### src/sv/asdp_pkg.sv
`default_nettype none
package asdp_pkg;
    typedef struct packed {
        logic signed [23:0] dist_x;
        logic signed [23:0] dist_y;
        logic signed [23:0] dist_z;
        logic [15:0]        feed_mm_min;
    } in_item_t;

    typedef struct packed {
        logic [23:0] steps_x;
        logic [23:0] steps_y;
        logic [23:0] steps_z;
        logic        dir_x;
        logic        dir_y;
        logic        dir_z;
        logic [31:0] delay_x_us;
        logic [31:0] delay_y_us;
        logic [31:0] delay_z_us;
    } out_item_t;

    typedef enum logic [2:0] {
        REG_SPM_X = 3'd0,
        REG_SPM_Y = 3'd1,
        REG_SPM_Z = 3'd2,
        REG_LIM_X = 3'd3,
        REG_LIM_Y = 3'd4,
        REG_LIM_Z = 3'd5
    } reg_idx_t;

    localparam int unsigned QW = 34;
    localparam logic [QW-1:0] DELAY_NUM = 34'd15360000000;
    localparam logic [31:0] DELAY_ZERO = 32'd500;
    localparam logic [31:0] DELAY_MIN = 32'd200;
    localparam logic [23:0] STEPS_MAX = 24'hFFFFFF;
    // restoring divider stages: one quotient bit per stage
    localparam int unsigned DIV_STAGES = QW;
    localparam int unsigned LATENCY = DIV_STAGES + 3;
endpackage
`default_nettype wire

### src/sv/asdp_steps.sv
`default_nettype none
// step count and direction for one axis, pipelined over the divider latency
module asdp_steps (
    input  wire logic               clk,
    input  wire logic signed [23:0] distance,
    input  wire logic [19:0]        spm,
    output logic [23:0]             steps,
    output logic                    dir
);
    localparam int unsigned DEPTH = asdp_pkg::LATENCY + 1;
    logic [23:0] mag_reg;
    logic        dir_reg;
    logic [19:0] spm_reg;
    logic [43:0] prod_reg;
    logic        pdir_reg;
    logic [44:0] rnd;
    logic [24:0] st;
    logic [23:0] sat;
    logic [23:0] pipe_s_reg [DEPTH-2];
    logic        pipe_d_reg [DEPTH-2];

    // magnitude and sign
    always_ff @(posedge clk)
    begin
        mag_reg  <= distance[23] ? 24'(-distance) : 24'(distance);
        dir_reg  <= ~distance[23];
        spm_reg  <= spm;
        prod_reg <= mag_reg * spm_reg;
        pdir_reg <= dir_reg;
    end

    // round half up and saturate
    always_comb
    begin
        rnd = {1'b0, prod_reg} + 45'(1 << 19);
        st  = rnd[44:20];
        sat = st[24] ? asdp_pkg::STEPS_MAX : st[23:0];
    end

    // delay line to match the divider
    always_ff @(posedge clk)
    begin
        pipe_s_reg[0] <= sat;
        pipe_d_reg[0] <= pdir_reg;
        for (int i = 1; i < DEPTH - 2; i++)
        begin
            pipe_s_reg[i] <= pipe_s_reg[i-1];
            pipe_d_reg[i] <= pipe_d_reg[i-1];
        end
    end

    assign steps = pipe_s_reg[DEPTH-3];
    assign dir   = pipe_d_reg[DEPTH-3];
endmodule
`default_nettype wire

### config.mk
export PLATFORM = sky130hd
export DESIGN_NAME = asdp_steps
export DESIGN_NICKNAME = d
export VERILOG_FILES = /design/src/sv/asdp_pkg.sv /design/src/sv/asdp_steps.sv
export SDC_FILE = /design/constraint.sdc
export NUM_CORES = 2
export LEC_CHECK = 0
export ABC_CLOCK_PERIOD_IN_PS = 12100
export BUFFER_PORTS_ARGS = -buffer_cell sky130_fd_sc_hd__buf_2
export CORE_AREA = 5 5 353 355
export DETAILED_ROUTE_END_ITERATION = 8
export DIE_AREA = 0 0 358 360
export GPL_TIMING_DRIVEN = 0
export SYNTH_ARGS = -nofsm -noshare
export SYNTH_HDL_FRONTEND = slang
export SYNTH_SLANG_ARGS = --single-unit
### constraint.sdc
create_clock -name clk -period 12.1 [get_ports clk]
set_input_delay 1.21 -clock clk [delete_from_list [all_inputs] [get_ports clk]]
set_output_delay 1.21 -clock clk [all_outputs]
set_load 0.02 [all_outputs]
==> results.txt <==
status: finished clean
via count of the first global-routing pass: 20,120
Crit path buffers/inverters: 6
TritonCTS clock tree: done
WL per Instance: 13.75 um
Slew Limit Fails: 0
initial antenna violation count: 0
asr flop ratio synth: 0%
GR Overflow Total: 0
synthesis-to-layout area growth: 15.20%
Post-Route Utilization: 34.22%
DRC violations left: 0
cts hold-fix bufs: 0
clock skew: 49.05 ps
# rows: 128
Cells after DPL: 4,608
Crit Path Max Fanout: 10
Die Y: 360 um
vias: 19,150
area of the die: 128,900 um^2
CP startpoint kind: register
CP top delay family: adder cells
Setup Fix Bufs, Post-CTS: 0
Skew-Pair Late Insertion Delay: 660 ps
Die W: 358 um
max reg flops: 864
DRT Pass-1 Iters: 5
first-pass GRT wire length: 107,200 um
Iter 0 DRT Violations: 944
Critical Path RT: 12,620 ps
final cell count without fillers: 4,769
Initial Util: 29.71%
Post-synth EDFFs: 0
routability cong.: 0.8993
mean area per synthesized cell: 12.34 um^2
critical path type: reg2reg
synth unique cells: 51
Slew HR: 30.99%
vias per cell: 4.016
Synth Register Bits: 971
CP endpoint kind: register
max_cap viols: 0
post_cts resized: 0
dpl hpwl: 50,410 um
Clk pin slew, worst setup/hold paths: 60 ps
final wirelength: 65,580 um
Final setup viols: 0
predominant post-synthesis flop cell: dfxtp_1
I/O Pins: 70
Slowest-stage cell, CP: clkbuf_1
NumNets Final: 3,662
Mapped Area: 35,970 um^2
post-synthesis sequential area ratio: 54.04%
largest net degree at the start of global routing: 17
min Tclk post-route: 7828 ps
Setup TNS Final: 0 ps
layout cells sized above 1: 7.538%
final hold vios: 0
Detail Route Antenna Nets: 0
H-tree depth: 3
clock tree buffer depth: 3
core box area: 121,100 um^2
slowest cell delay on critical path: 790 ps
clock buffer count from CTS: 87
clock sinks: 971
most used cell, CP: fa_1
Post-Synthesis Cells: 2,914
Antenna Cells: 0
crit path DAT: 8350 ps
slew of the pin with the lowest slew margin: 1035 ps
f_max: 127.7 MHz
RSZ-0062 raised after global routing: false
synth warn: 0
period utilisation layout: 64.69%
post-synthesis net count: 3,504
root buffer cell: clkbuf_16
hold crit path type: reg2reg
Hold Slack: 290.3 ps
Total GRT Usage: 10.57%
PortBufs: 69
## path summary, 6_finish.rpt
check,from,endpoint,slack (ps),cells after the start
max,spm_reg[13],prod_reg[39],4270,25
min,pipe_s_reg[22][9],pipe_s_reg[23][9],290,0
max reg2reg,spm_reg[13],prod_reg[39],4270,25
min reg2reg,pipe_s_reg[22][9],pipe_s_reg[23][9],290,0
## per-layer routing
layer  share of wire (%)  routed length, um  global-route usage, %
met3                 5.6               3660                  2.562
met4                 4.1               2702                  4.354
met1                  44              28810                  13.33
met5                   0                  0                      0
met2                  46              30410                  17.38
## layout make-up
class                           instances  area [um^2]
Inverter                              446         1674
Clock inverter                         48        643.1
Sequential cell                       971        19440
Tap cell                             1625         2033
Buffer                                 97        366.6
Fill cell                           12120        79640
Clock buffer                          113         2445
Timing Repair Buffer                   69        345.3
Multi-Input combinational cell       1400        14490
## cell usage in the layout, fill, tap and decap left out, types with 5 or more instances in the layout
cell type | netlist | layout
clkbuf_1 | 94 | 103
o31ai_1 | 7 | 7
clkinv_16 | 0 | 7
fa_1 | 391 | 391
bufinv_16 | 0 | 7
dfxtp_1 | 971 | 971
a21oi_1 | 53 | 53
and4_1 | 6 | 6
nor2_1 | 31 | 31
inv_6 | 0 | 5
ha_1 | 154 | 154
nand2_1 | 291 | 291
and3_1 | 7 | 7
inv_1 | 446 | 446
and2_1 | 252 | 252
buf_2 | 2 | 71
clkbuf_16 | 0 | 87
xor2_1 | 22 | 22
a21o_1 | 11 | 11
nand3_1 | 17 | 17
nand2b_1 | 5 | 5
xnor2_1 | 42 | 42
a31oi_1 | 7 | 7
clkbuf_8 | 0 | 17
o21bai_1 | 5 | 5
o21ai_0 | 29 | 29
nand4_1 | 18 | 18
clkinv_2 | 0 | 22
## metrics by stage
stage               setup WS, ps  cell area, um^2
CTS                         4349            41440
finish                      4272            41440
detailed placement          4339            38350
floorplan                   5662            35970
global route                3929            41440
global placement            4350            38350
## Yosys cell counts, types with 6 or more instances
library cell	instances	area [um^2]
and4_1	6	52.55
ha_1	154	1927
nand3_1	17	85.08
xnor2_1	42	367.9
xor2_1	22	192.7
nand4_1	18	112.6
inv_1	446	1674
a21o_1	11	82.58
nor2_1	31	116.4
o21ai_0	29	145.1
a31oi_1	7	43.79
and2_1	252	1577
a21oi_1	53	265.3
dfxtp_1	971	19440
clkbuf_1	94	352.8
and3_1	7	43.79
fa_1	391	7828
nand2_1	291	1092
o31ai_1	7	52.55
## worst register-to-register path, cell delays in order, from the launching register on
cell and delay, ps:
dfxtp_1 680, clkbuf_1 800, nand2_1 160, fa_1 520, inv_1 50, fa_1 520, inv_1 70, fa_1 540
inv_1 50, fa_1 400, fa_1 430, fa_1 510, inv_1 50, fa_1 470, inv_1 40, ha_1 350
a21oi_1 250, o21ai_1 150, a211o_1 300, nor3_2 240, o31ai_4 140, a21oi_4 250, o21bai_2 160, a21oi_1 380
o21ai_2 90, xor2_1 140
## cell families after synthesis
logic type	count (synthesis)	share of synthesized area, %
mux	1	0.02783
compound gates	142	2.529
xor+xnor	64	1.558
fa+ha+maj	545	27.12
buf+inv	543	5.673
flops	971	54.04
simple gates	648	9.051
Power is not shown: default switching activity piles up to over one toggle a cycle in this logic, so the estimate is an artifact.
